--- src/rtl/core/ssq_pkg.sv ---
// ----------------------------------------------------------------------------
// Step sequencer package
// Shared constants, codes and types of the step sequencer with a wrap range.
// ----------------------------------------------------------------------------
package ssq_pkg;

	// Number of entries in the step memory.
	localparam int unsigned MAX_STEPS = 64;
	localparam int unsigned POS_W     = $clog2(MAX_STEPS);
	localparam int unsigned LEN_W     = POS_W + 1;

	// Field widths of the request and result words.
	localparam int unsigned REQ_W   = 3;
	localparam int unsigned IDX_W   = 8;
	localparam int unsigned VAL_W   = 16;

	// Configuration register widths.
	localparam int unsigned CNT_W   = 7;
	localparam int unsigned BND_W   = 6;
	localparam int unsigned STEP_W  = 8;
	localparam int unsigned CFG_AW  = 3;
	localparam int unsigned CFG_DW  = 8;

	// Signed offset handed to the wrap unit and its magnitude.
	localparam int unsigned OFS_W   = STEP_W + 2;
	localparam int unsigned MAG_W   = OFS_W - 1;
	localparam int unsigned BCNT_W  = $clog2(MAG_W + 1);

	typedef enum logic [REQ_W-1:0] {
		REQ_TRIGGER     = 3'd0,
		REQ_RESET_START = 3'd1,
		REQ_RESET_STEP  = 3'd2,
		REQ_WRITE       = 3'd3,
		REQ_READ        = 3'd4,
		REQ_PEEK        = 3'd5
	} req_code_t;

	typedef enum logic [CFG_AW-1:0] {
		CFG_ACTIVE_COUNT = 3'd0,
		CFG_RANGE_FIRST  = 3'd1,
		CFG_RANGE_LAST   = 3'd2,
		CFG_STEP_SIZE    = 3'd3,
		CFG_RUN_BACKWARD = 3'd4
	} cfg_index_t;

	typedef enum logic [2:0] {
		ST_IDLE,
		ST_CLAMP,
		ST_WRAP,
		ST_READ,
		ST_RESP
	} state_t;

	// Start request to the serial wrap unit.
	typedef struct packed {
		logic             start;
		logic             neg;
		logic [MAG_W-1:0] mag;
		logic [LEN_W-1:0] len;
	} wrap_req_t;

	// Answer of the serial wrap unit.
	typedef struct packed {
		logic             done;
		logic [POS_W-1:0] rem;
	} wrap_rsp_t;

endpackage

--- src/rtl/core/ssq_req_if.sv ---
// ----------------------------------------------------------------------------
// Request channel
// Valid/ready channel that carries one request word into the sequencer.
// ----------------------------------------------------------------------------
interface ssq_req_if;
	logic                       valid;
	logic                       ready;
	logic [ssq_pkg::REQ_W-1:0]  req_type;
	logic [ssq_pkg::IDX_W-1:0]  step_index;
	logic signed [ssq_pkg::VAL_W-1:0] step_value;

	modport source (output valid, req_type, step_index, step_value, input ready);
	modport sink   (input valid, req_type, step_index, step_value, output ready);
endinterface

--- src/rtl/core/ssq_rsp_if.sv ---
// ----------------------------------------------------------------------------
// Result channel
// Valid/ready channel that carries one result word out of the sequencer.
// ----------------------------------------------------------------------------
interface ssq_rsp_if;
	logic                             valid;
	logic                             ready;
	logic signed [ssq_pkg::VAL_W-1:0] out_value;
	logic [ssq_pkg::POS_W-1:0]        current_step;
	logic                             at_range_start;
	logic                             at_range_end;

	modport source (output valid, out_value, current_step, at_range_start, at_range_end,
		input ready);
	modport sink   (input valid, out_value, current_step, at_range_start, at_range_end,
		output ready);
endinterface

--- src/rtl/core/ssq_cfg_if.sv ---
// ----------------------------------------------------------------------------
// Configuration channel
// Valid/ready write channel that carries a register index and write data.
// ----------------------------------------------------------------------------
interface ssq_cfg_if;
	logic                       valid;
	logic                       ready;
	logic [ssq_pkg::CFG_AW-1:0] index;
	logic [ssq_pkg::CFG_DW-1:0] data;

	modport source (output valid, index, data, input ready);
	modport sink   (input valid, index, data, output ready);
endinterface

--- src/rtl/core/step_sequencer_with_wrap_range.sv ---
// ----------------------------------------------------------------------------
// Step sequencer with wrap range
// Step value memory with a current step that moves inside a clamped range.
// ----------------------------------------------------------------------------
// The block holds 64 signed 16-bit step values, a current step and a hold
// flag, and answers every request word with exactly one result word. Requests
// are handled one at a time. A reset to the start of the range, a write, a
// read, a peek or a trigger right after a reset (which only clears the hold
// flag) is taken in the idle state and passes through the clamp, read and
// response states. A trigger that is not held and a reset to a given step
// also pass through the wrap state between clamp and read, since the wrap
// into the range is a signed modulo by the range length that a serial unit
// works out one bit per cycle over the nine magnitude bits of the offset,
// then raises its done flag. The result sits in an output register, so the next
// request word is taken while the previous result still waits; a new result
// only waits for that register to empty. Configuration is written over its
// own channel, which is always ready; it must be written only while no
// request is in flight. Entries of the step memory must be written before
// they are read.
// ----------------------------------------------------------------------------
module step_sequencer_with_wrap_range (
	input  logic         clk,
	input  logic         arst_n,
	ssq_req_if.sink      req,
	ssq_rsp_if.source    rsp,
	ssq_cfg_if.sink      cfg
);

	// Configuration registers.
	logic [ssq_pkg::CNT_W-1:0]  active_count_q;
	logic [ssq_pkg::BND_W-1:0]  range_first_q;
	logic [ssq_pkg::BND_W-1:0]  range_last_q;
	logic [ssq_pkg::STEP_W-1:0] step_size_q;
	logic                       run_backward_q;

	// Sequencer state.
	ssq_pkg::state_t            state_q;
	ssq_pkg::state_t            state_d;
	logic [ssq_pkg::POS_W-1:0]  pos_q;
	logic                       hold_q;

	// Captured request word.
	logic [ssq_pkg::REQ_W-1:0]  req_type_q;
	logic [ssq_pkg::IDX_W-1:0]  step_index_q;
	logic [ssq_pkg::VAL_W-1:0]  step_value_q;

	// Step memory and its registered read port.
	logic [ssq_pkg::VAL_W-1:0]  mem [ssq_pkg::MAX_STEPS];
	logic [ssq_pkg::VAL_W-1:0]  rd_data_q;

	// Output register.
	logic                       rsp_valid_q;
	logic [ssq_pkg::VAL_W-1:0]  out_value_q;
	logic [ssq_pkg::POS_W-1:0]  current_step_q;
	logic                       at_start_q;
	logic                       at_end_q;

	// Derived range.
	logic [ssq_pkg::CNT_W-1:0]  n_eff;
	logic [ssq_pkg::POS_W-1:0]  top;
	logic [ssq_pkg::POS_W-1:0]  bnd_a;
	logic [ssq_pkg::POS_W-1:0]  bnd_b;
	logic [ssq_pkg::POS_W-1:0]  lo;
	logic [ssq_pkg::POS_W-1:0]  hi;
	logic [ssq_pkg::LEN_W-1:0]  len;
	logic [ssq_pkg::POS_W-1:0]  pos_clamped;
	logic [ssq_pkg::POS_W-1:0]  mem_idx;
	logic [ssq_pkg::POS_W-1:0]  rd_addr;

	// Wrap offset.
	logic signed [ssq_pkg::OFS_W-1:0] rel;
	logic signed [ssq_pkg::OFS_W-1:0] step_ofs;
	logic signed [ssq_pkg::OFS_W-1:0] ofs;
	logic signed [ssq_pkg::OFS_W-1:0] ofs_abs;

	// Decoded control.
	logic                       is_trigger;
	logic                       is_reset_start;
	logic                       is_reset_step;
	logic                       is_write;
	logic                       is_read;
	logic                       needs_wrap;
	logic                       out_free;

	// Control outputs of the state machine.
	logic                       req_ready;
	logic                       clamp_en;
	logic                       wrap_start;
	logic                       rd_en;
	logic                       rsp_load;

	ssq_pkg::wrap_req_t         wreq;
	ssq_pkg::wrap_rsp_t         wrsp;

	// ------------------------------------------------------------------------
	// Configuration port. It never stalls; an index beyond the list is dropped.
	// ------------------------------------------------------------------------
	assign cfg.ready = 1'b1;

	always_ff @(posedge clk or negedge arst_n) begin
		if (!arst_n) begin
			active_count_q <= ssq_pkg::CNT_W'(64);
			range_first_q  <= '0;
			range_last_q   <= ssq_pkg::BND_W'(63);
			step_size_q    <= ssq_pkg::STEP_W'(1);
			run_backward_q <= 1'b0;
		end else if (cfg.valid) begin
			case (cfg.index)
				ssq_pkg::CFG_ACTIVE_COUNT: active_count_q <= cfg.data[ssq_pkg::CNT_W-1:0];
				ssq_pkg::CFG_RANGE_FIRST:  range_first_q  <= cfg.data[ssq_pkg::BND_W-1:0];
				ssq_pkg::CFG_RANGE_LAST:   range_last_q   <= cfg.data[ssq_pkg::BND_W-1:0];
				ssq_pkg::CFG_STEP_SIZE:    step_size_q    <= cfg.data[ssq_pkg::STEP_W-1:0];
				ssq_pkg::CFG_RUN_BACKWARD: run_backward_q <= cfg.data[0];
				default: ;
			endcase
		end
	end

	// ------------------------------------------------------------------------
	// Range. The active count is held to 1..MAX_STEPS, each bound is clamped to
	// the last active step and the two bounds are put in order.
	// ------------------------------------------------------------------------
	always_comb begin
		if (active_count_q == '0) begin
			n_eff = ssq_pkg::CNT_W'(1);
		end else if (active_count_q > ssq_pkg::CNT_W'(ssq_pkg::MAX_STEPS)) begin
			n_eff = ssq_pkg::CNT_W'(ssq_pkg::MAX_STEPS);
		end else begin
			n_eff = active_count_q;
		end
	end

	assign top   = ssq_pkg::POS_W'(n_eff - 1'b1);
	assign bnd_a = (range_first_q > top) ? top : range_first_q;
	assign bnd_b = (range_last_q > top) ? top : range_last_q;
	assign lo    = (bnd_a < bnd_b) ? bnd_a : bnd_b;
	assign hi    = (bnd_a < bnd_b) ? bnd_b : bnd_a;
	assign len   = {1'b0, hi} - {1'b0, lo} + 1'b1;

	// The stored step is first pulled into the range.
	always_comb begin
		if (pos_q > hi) begin
			pos_clamped = hi;
		end else if (pos_q < lo) begin
			pos_clamped = lo;
		end else begin
			pos_clamped = pos_q;
		end
	end

	// Read and write index, clamped to the last active step.
	assign mem_idx = (step_index_q > ssq_pkg::IDX_W'(top)) ? top
		: step_index_q[ssq_pkg::POS_W-1:0];

	// ------------------------------------------------------------------------
	// Request decode and the offset that gets wrapped. A trigger moves by the
	// step size from the clamped step; a reset to a step wraps the given index.
	// Both offsets are taken relative to the range start.
	// ------------------------------------------------------------------------
	assign is_trigger     = (req_type_q == ssq_pkg::REQ_TRIGGER);
	assign is_reset_start = (req_type_q == ssq_pkg::REQ_RESET_START);
	assign is_reset_step  = (req_type_q == ssq_pkg::REQ_RESET_STEP);
	assign is_write       = (req_type_q == ssq_pkg::REQ_WRITE);
	assign is_read        = (req_type_q == ssq_pkg::REQ_READ);
	assign needs_wrap     = (is_trigger && !hold_q) || is_reset_step;

	assign rel      = $signed({{(ssq_pkg::OFS_W-ssq_pkg::POS_W){1'b0}}, pos_clamped})
		- $signed({{(ssq_pkg::OFS_W-ssq_pkg::POS_W){1'b0}}, lo});
	assign step_ofs = $signed({{(ssq_pkg::OFS_W-ssq_pkg::STEP_W){1'b0}}, step_size_q});

	always_comb begin
		if (is_reset_step) begin
			ofs = $signed({{(ssq_pkg::OFS_W-ssq_pkg::IDX_W){1'b0}}, step_index_q})
				- $signed({{(ssq_pkg::OFS_W-ssq_pkg::POS_W){1'b0}}, lo});
		end else if (run_backward_q) begin
			ofs = rel - step_ofs;
		end else begin
			ofs = rel + step_ofs;
		end
	end

	assign ofs_abs = ofs[ssq_pkg::OFS_W-1] ? -ofs : ofs;

	assign wreq.start = wrap_start;
	assign wreq.neg   = ofs[ssq_pkg::OFS_W-1];
	assign wreq.mag   = ofs_abs[ssq_pkg::MAG_W-1:0];
	assign wreq.len   = len;

	ssq_wrap u_wrap (
		.clk    (clk),
		.arst_n (arst_n),
		.wreq   (wreq),
		.wrsp   (wrsp)
	);

	// ------------------------------------------------------------------------
	// Sequencer: capture, clamp and decide, optional serial wrap, memory read,
	// then hand the result to the output register once it is free.
	// ------------------------------------------------------------------------
	assign out_free = !rsp_valid_q || rsp.ready;

	always_comb begin
		state_d = state_q;
		case (state_q)
			ssq_pkg::ST_IDLE: begin
				if (req.valid) begin
					state_d = ssq_pkg::ST_CLAMP;
				end
			end
			ssq_pkg::ST_CLAMP: begin
				state_d = needs_wrap ? ssq_pkg::ST_WRAP : ssq_pkg::ST_READ;
			end
			ssq_pkg::ST_WRAP: begin
				if (wrsp.done) begin
					state_d = ssq_pkg::ST_READ;
				end
			end
			ssq_pkg::ST_READ: begin
				state_d = ssq_pkg::ST_RESP;
			end
			ssq_pkg::ST_RESP: begin
				if (out_free) begin
					state_d = ssq_pkg::ST_IDLE;
				end
			end
			default: begin
				state_d = ssq_pkg::ST_IDLE;
			end
		endcase
	end

	always_comb begin
		req_ready  = 1'b0;
		clamp_en   = 1'b0;
		wrap_start = 1'b0;
		rd_en      = 1'b0;
		rsp_load   = 1'b0;
		case (state_q)
			ssq_pkg::ST_IDLE:  req_ready = 1'b1;
			ssq_pkg::ST_CLAMP: begin
				clamp_en   = 1'b1;
				wrap_start = needs_wrap;
			end
			ssq_pkg::ST_READ:  rd_en = 1'b1;
			ssq_pkg::ST_RESP:  rsp_load = out_free;
			default: ;
		endcase
	end

	assign req.ready = req_ready;

	always_ff @(posedge clk or negedge arst_n) begin
		if (!arst_n) begin
			state_q <= ssq_pkg::ST_IDLE;
			pos_q   <= '0;
			hold_q  <= 1'b0;
		end else begin
			state_q <= state_d;
			if (clamp_en) begin
				// A trigger that follows a reset only releases the hold.
				if (is_trigger && hold_q) begin
					hold_q <= 1'b0;
				end
				if (is_reset_start) begin
					pos_q  <= lo;
					hold_q <= 1'b1;
				end else begin
					pos_q <= pos_clamped;
				end
			end else if ((state_q == ssq_pkg::ST_WRAP) && wrsp.done) begin
				pos_q <= lo + wrsp.rem;
				if (is_reset_step) begin
					hold_q <= 1'b1;
				end
			end
		end
	end

	always_ff @(posedge clk) begin
		if (req.valid && req_ready) begin
			req_type_q   <= req.req_type;
			step_index_q <= req.step_index;
			step_value_q <= req.step_value;
		end
	end

	// ------------------------------------------------------------------------
	// Step memory: one write port used while clamping, one registered read.
	// ------------------------------------------------------------------------
	assign rd_addr = is_read ? mem_idx : pos_q;

	always_ff @(posedge clk) begin
		if (clamp_en && is_write) begin
			mem[mem_idx] <= step_value_q;
		end
		if (rd_en) begin
			rd_data_q <= mem[rd_addr];
		end
	end

	// ------------------------------------------------------------------------
	// Output register.
	// ------------------------------------------------------------------------
	always_ff @(posedge clk or negedge arst_n) begin
		if (!arst_n) begin
			rsp_valid_q <= 1'b0;
		end else if (rsp_load) begin
			rsp_valid_q <= 1'b1;
		end else if (rsp.ready) begin
			rsp_valid_q <= 1'b0;
		end
	end

	always_ff @(posedge clk) begin
		if (rsp_load) begin
			out_value_q    <= rd_data_q;
			current_step_q <= pos_q;
			at_start_q     <= (pos_q == lo);
			at_end_q       <= (pos_q == hi);
		end
	end

	assign rsp.valid          = rsp_valid_q;
	assign rsp.out_value      = $signed(out_value_q);
	assign rsp.current_step   = current_step_q;
	assign rsp.at_range_start = at_start_q;
	assign rsp.at_range_end   = at_end_q;

endmodule

--- src/rtl/core/ssq_wrap.sv ---
// ----------------------------------------------------------------------------
// Serial wrap unit
// Signed modulo of an offset by the range length, one quotient bit per cycle.
// ----------------------------------------------------------------------------
module ssq_wrap (
	input  logic                clk,
	input  logic                arst_n,
	input  ssq_pkg::wrap_req_t  wreq,
	output ssq_pkg::wrap_rsp_t  wrsp
);

	logic [ssq_pkg::MAG_W-1:0]  dvd_q;
	logic [ssq_pkg::POS_W-1:0]  rem_q;
	logic [ssq_pkg::LEN_W-1:0]  len_q;
	logic                       neg_q;
	logic [ssq_pkg::BCNT_W-1:0] cnt_q;
	logic                       busy_q;
	logic                       done_q;

	logic [ssq_pkg::LEN_W-1:0]  trial;
	logic [ssq_pkg::LEN_W-1:0]  trial_sub;
	logic [ssq_pkg::LEN_W-1:0]  fixed;

	// Restoring step: bring in the next dividend bit, subtract if it fits.
	assign trial     = {rem_q, dvd_q[ssq_pkg::MAG_W-1]};
	assign trial_sub = trial - len_q;

	always_ff @(posedge clk or negedge arst_n) begin
		if (!arst_n) begin
			busy_q <= 1'b0;
			done_q <= 1'b0;
			cnt_q  <= '0;
		end else begin
			done_q <= 1'b0;
			if (wreq.start) begin
				busy_q <= 1'b1;
				cnt_q  <= ssq_pkg::BCNT_W'(ssq_pkg::MAG_W);
			end else if (busy_q) begin
				cnt_q <= cnt_q - 1'b1;
				if (cnt_q == ssq_pkg::BCNT_W'(1)) begin
					busy_q <= 1'b0;
					done_q <= 1'b1;
				end
			end
		end
	end

	always_ff @(posedge clk) begin
		if (wreq.start) begin
			dvd_q <= wreq.mag;
			rem_q <= '0;
			len_q <= wreq.len;
			neg_q <= wreq.neg;
		end else if (busy_q) begin
			dvd_q <= {dvd_q[ssq_pkg::MAG_W-2:0], 1'b0};
			if (trial >= len_q) begin
				rem_q <= trial_sub[ssq_pkg::POS_W-1:0];
			end else begin
				rem_q <= trial[ssq_pkg::POS_W-1:0];
			end
		end
	end

	// A negative offset with a nonzero remainder folds back from the top.
	assign fixed = (neg_q && (rem_q != '0)) ? (len_q - {1'b0, rem_q}) : {1'b0, rem_q};

	assign wrsp.done = done_q;
	assign wrsp.rem  = fixed[ssq_pkg::POS_W-1:0];

endmodule

--- src/flat_wrapper.sv ---
// flat-port wrapper written by rule: the top's interface ports become plain ports
module step_sequencer_with_wrap_range_flat 
  (clk, arst_n, req_valid, req_req_type, req_step_index, req_step_value, req_ready, rsp_valid, rsp_out_value, rsp_current_step, rsp_at_range_start, rsp_at_range_end, rsp_ready, cfg_valid, cfg_index, cfg_data, cfg_ready);
  ssq_req_if req_i ();
  ssq_rsp_if rsp_i ();
  ssq_cfg_if cfg_i ();
  input  logic clk;
  input  logic arst_n;
  input wire logic [$bits(req_i.valid)-1:0] req_valid;
  input wire logic [$bits(req_i.req_type)-1:0] req_req_type;
  input wire logic [$bits(req_i.step_index)-1:0] req_step_index;
  input wire logic [$bits(req_i.step_value)-1:0] req_step_value;
  output wire logic [$bits(req_i.ready)-1:0] req_ready;
  output wire logic [$bits(rsp_i.valid)-1:0] rsp_valid;
  output wire logic [$bits(rsp_i.out_value)-1:0] rsp_out_value;
  output wire logic [$bits(rsp_i.current_step)-1:0] rsp_current_step;
  output wire logic [$bits(rsp_i.at_range_start)-1:0] rsp_at_range_start;
  output wire logic [$bits(rsp_i.at_range_end)-1:0] rsp_at_range_end;
  input wire logic [$bits(rsp_i.ready)-1:0] rsp_ready;
  input wire logic [$bits(cfg_i.valid)-1:0] cfg_valid;
  input wire logic [$bits(cfg_i.index)-1:0] cfg_index;
  input wire logic [$bits(cfg_i.data)-1:0] cfg_data;
  output wire logic [$bits(cfg_i.ready)-1:0] cfg_ready;
  assign req_i.valid = req_valid;
  assign req_i.req_type = req_req_type;
  assign req_i.step_index = req_step_index;
  assign req_i.step_value = req_step_value;
  assign req_ready = req_i.ready;
  assign rsp_valid = rsp_i.valid;
  assign rsp_out_value = rsp_i.out_value;
  assign rsp_current_step = rsp_i.current_step;
  assign rsp_at_range_start = rsp_i.at_range_start;
  assign rsp_at_range_end = rsp_i.at_range_end;
  assign rsp_i.ready = rsp_ready;
  assign cfg_i.valid = cfg_valid;
  assign cfg_i.index = cfg_index;
  assign cfg_i.data = cfg_data;
  assign cfg_ready = cfg_i.ready;
  step_sequencer_with_wrap_range u_core (.clk(clk), .arst_n(arst_n), .req(req_i), .rsp(rsp_i), .cfg(cfg_i));
endmodule
--- config.mk ---
export PLATFORM = sky130hd
export DESIGN_NAME = step_sequencer_with_wrap_range_flat
export DESIGN_NICKNAME = d
export VERILOG_FILES = /design/src/rtl/core/ssq_pkg.sv /design/src/rtl/core/ssq_req_if.sv /design/src/rtl/core/ssq_rsp_if.sv /design/src/rtl/core/ssq_cfg_if.sv /design/src/rtl/core/step_sequencer_with_wrap_range.sv /design/src/rtl/core/ssq_wrap.sv /design/src/flat_wrapper.sv
export SDC_FILE = /design/constraint.sdc
export NUM_CORES = 2
export LEC_CHECK = 0
export BUFFER_PORTS_ARGS = -buffer_cell sky130_fd_sc_hd__buf_2
export CAP_MARGIN = 0
export CELL_PAD_IN_SITES_DETAIL_PLACEMENT = 0
export CELL_PAD_IN_SITES_GLOBAL_PLACEMENT = 1
export CORE_ASPECT_RATIO = 1.2
export CORE_MARGIN = 4
export CORE_UTILIZATION = 34
export CTS_BUF_LIST = sky130_fd_sc_hd__clkbuf_4 sky130_fd_sc_hd__clkbuf_8 sky130_fd_sc_hd__clkbuf_16
export CTS_CLUSTER_DIAMETER = 60
export DETAILED_ROUTE_END_ITERATION = 16
export PLACE_DENSITY_LB_ADDON = 0.1
export SYNTH_ARGS = -nofsm -noshare
export SYNTH_HDL_FRONTEND = slang
export SYNTH_SLANG_ARGS = --single-unit
--- constraint.sdc ---
create_clock -name clk -period 16.75 [get_ports clk]
set_clock_uncertainty 0.05 [all_clocks]
set_input_delay 2.5125 -clock clk [delete_from_list [all_inputs] [get_ports clk]]
set_output_delay 2.5125 -clock clk [all_outputs]
set_load 0.01 [all_outputs]
==> qor.yml <==
status:
  status: "finished clean"
cts:
  cts_buffers: 120
  cts.path.max_buffers: 3
  cts_tree: "done"
  path_clk_slew_ns: 0.06
  htree_levels: 3
  root_buffer: "clkbuf_16"
  cts_resized: 0
  cts.sinks: 1159
  postCtsSetupBuffers: 0
  cts_hold_buf: 0
  clock_latency_ns: 0.74
global_route:
  grt_pass1_wl_microns: 205000
  grt_pass1_vias: 29600
  antenna_found_initial: 5
  grt.overflow.total: 0
  grt.total_usage_pct: 18.2
  grt_max_degree: 173
worst_setup_path:
  cp-end-kind: "flop"
  path_class: "reg -> reg"
  critPathLaunchType: "flop"
  cpPeakStageDelay_ns: 0.88
  cp_slowest_cell: "a221oi_2"
  cpMostUsedCell: "ha_1"
  worst-path-max-fanout: 13
  cp.arrival_ns: 13.63
  worst_ep_required_time_ns: 17.31
synth:
  synth_common_cells: "edfxtp_1, nand2_1, a211oi_1, and2_1, clkbuf_1"
  syn_area_per_cell_sq_um: 14.0
  synth_flop_cell: "edfxtp_1"
  synth.distinct_cells: 80
  yosysSeqAreaShare_pct: 69.4
  synth_top_area_share_pct: 66.9
  async_flop_share_pct: 3.88
  synth_area_sq_mm: 0.0497
  ys_ff_latch: 1159
  synth_nets: 3656
  yosysTopAreaCell: "edfxtp_1"
  yosysWarnings: 0
  synth_enable_flop_cells: 1108
  synth_most_common_cell: "edfxtp_1"
  netlist_top_cells_area: "edfxtp_1, nand2_1, mux2i_1, a211oi_1, and2_1"
  syn_inst: 3542
sta:
  period_minus_slack_ns: 13.07
  setup_viol: 0
  whs_ns: 0.369
  hold_viol_final: 0
  fmax_mhz: 76.5
  post-route-period-util_pct: 78.0
  finalMaxSlewViolations: 0
  grt_setup_unrepaired: "false"
  slew_headroom_pct: 19.0
  setup_tns_ns: 0
  tightest_slew_ns: 1.21
min_path:
  hp-class: "reg -> reg"
job:
  cap_violations: 0
pwr:
  cellPowerDensity_mw_per_mm2: 216
  pwr-share-clk_pct: 22.4
  switching_share_pct: 41.0
  p_seq_share_pct: 29.3
  internal_power_w: 0.00723
  ir_drop_mv: 0.248
  power_frac_comb_pct: 48.3
  cellLeakagePower_nw: 19.3
  p_sw_w: 0.00502
routing:
  drtAntennaViolNets: 0
  drc: 0
  drtIter0Drc: 2130
  wl_microns: 140000
  wl_per_cell_microns: 24.8
  avgViaCountPerCell: 5.25
  first_pass_iters: 5
  vias: 29800
placed_design:
  place_hpwl_microns: 82600
  place_congestion: 0.816
  port_buffers: 68
floorplanning:
  dieHeight_microns: 427
  die_w_microns: 357
  die_area_sq_mm: 0.153
  start_util_pct: 34.3
  num_rows: 153
  io_pins: 70
  coreArea_sq_mm: 0.145
final_layout:
  layout.nets: 3740
  layout-area-overhead-vs-synth_pct: 14.0
  layout-drive-gt1-share_pct: 14.3
==> final timing paths <==
kind                                                      startpoint                              endpoint  slack [ns]  depth (start not counted)
worst max-delay path            u_core.active_count_q[4]$_DFFE_PN0P_      u_core.u_wrap.dvd_q[1]$_DFFE_PP_        3.68                         53
worst max register to register  u_core.active_count_q[4]$_DFFE_PN0P_      u_core.u_wrap.dvd_q[1]$_DFFE_PP_        3.68                         53
worst min-delay path                  u_core.rd_data_q[15]$_DFFE_PN_    u_core.rsp.out_value[15]$_DFFE_PP_        0.37                          0
max in group asynchronous                                     arst_n         u_core.state_q[2]$_DFFE_PN0P_       14.34                          2
worst min register to register        u_core.rd_data_q[15]$_DFFE_PN_    u_core.rsp.out_value[15]$_DFFE_PP_        0.37                          0
min in group asynchronous                                     arst_n  u_core.active_count_q[3]$_DFFE_PN0P_        1.84                          2
==> stage by stage <==
| stage | cells | utilization (%) | total power (W) | setup WS [ns] | instance area, sq um |
|---|---|---|---|---|---|
| finish | 5671 | 39.1 | 0.0123 | 3.68 | 56700 |
| global placement | 5441 | 36.3 | 0.00954 | 3.94 | 52600 |
| CTS | 5669 | 39.1 | 0.0124 | 3.68 | 56700 |
| global route | 5669 | 39.1 | 0.0131 | 2.59 | 56700 |
| detailed placement | 5441 | 36.3 | 0.00961 | 3.71 | 52600 |
| floorplan | 3542 | - | 0.00776 | 5.97 | 49700 |
==> cells by family after synthesis <==
kind of cell             synth area share, %
AND/OR/NAND/NOR                         9.61
other                                0.00754
multiplexers                            6.00
XOR/XNOR                               0.968
buffers and inverters                   2.13
AO/OA/AOI/OAI                           9.79
adder cells (fa/ha/maj)                 2.09
flip-flops                              69.4
==> worst max-delay path, delay by kind of cell (launching register included) <==
kind	cells	cell delay, ns
fa+ha+maj	7	2.46
mux	3	0.77
simple gates	17	2.94
buf+inv	3	0.43
xor+xnor	3	0.82
compound gates	20	5.05
flops	1	0.42
==> layout by cell type, fill, tap and decap left out, drive strengths merged, types with 5 or more instances in the layout <==
master       n
edfxtp    1108
nand2      468
a211oi     206
and2       201
mux2i      176
buf        173
nor2       157
a31oi      141
clkbuf     141
mux2       107
and3        71
inv         71
a221oi      70
o32ai       64
ha          64
o21ai       61
clkinv      60
a21oi       55
xnor2       42
dfrtp       37
nand3       29
a21o        28
nand4       18
bufinv      16
xor2        13
nand2b      12
nor3        11
maj3        10
nor2b        9
or3          9
dfstp        8
o21bai       7
fa           7
clkinvlp     6
dfxtp        6
o21a         5
==> registers in the layout, indices dropped and copies added, names as in the netlist, 3 cells and up <==
| name | count |
|---|---|
| u_core.step_index_q | 8 |
| u_core.active_count_q | 7 |
| u_core.state_q | 3 |
| u_core.req_type_q | 3 |
| u_core.step_size_q | 8 |
| u_core.u_wrap.len_q | 7 |
| u_core.range_first_q | 6 |
| u_core.step_value_q | 16 |
| u_core.u_wrap.cnt_q | 4 |
| u_core.u_wrap.rem_q | 6 |
| u_core.mem | 1024 |
| u_core.pos_q | 6 |
| u_core.u_wrap.dvd_q | 9 |
| u_core.range_last_q | 6 |
| u_core.rsp.out_value | 16 |
| u_core.rd_data_q | 16 |
| u_core.rsp.current_step | 6 |
==> power by group through the flow <==
stage / logic (W) / registers [W] / clock network (W)
CTS: 0.00599 / 0.00359 / 0.00283
finish: 0.00592 / 0.00358 / 0.00275
detailed placement: 0.00596 / 0.00365 / 0
floorplan: 0.00412 / 0.00365 / 0
global route: 0.00652 / 0.00360 / 0.00295
global placement: 0.00590 / 0.00364 / 0
==> area by class of cell <==
class	count	area, sq um
fill	13700	88400
sequential	1159	34500
multi-input combinational	2106	14300
clock buffer	141	3180
tap	1937	2420
timing repair buffer	173	1170
clock inverter	87	898
inverter	66	248
antenna	2	5.00
==> per-layer routing <==
metal / global-route usage (%) / vias up / part of all wire (%)
met5: 0 / - / 0
met4: 4.93 / 0 / 2.2
met3: 2.33 / 154 / 4.3
met2: 30.6 / 641 / 48
met1: 24.9 / 15300 / 45
li1: - / 13700 / -
Power figures use the tool's default switching activity.
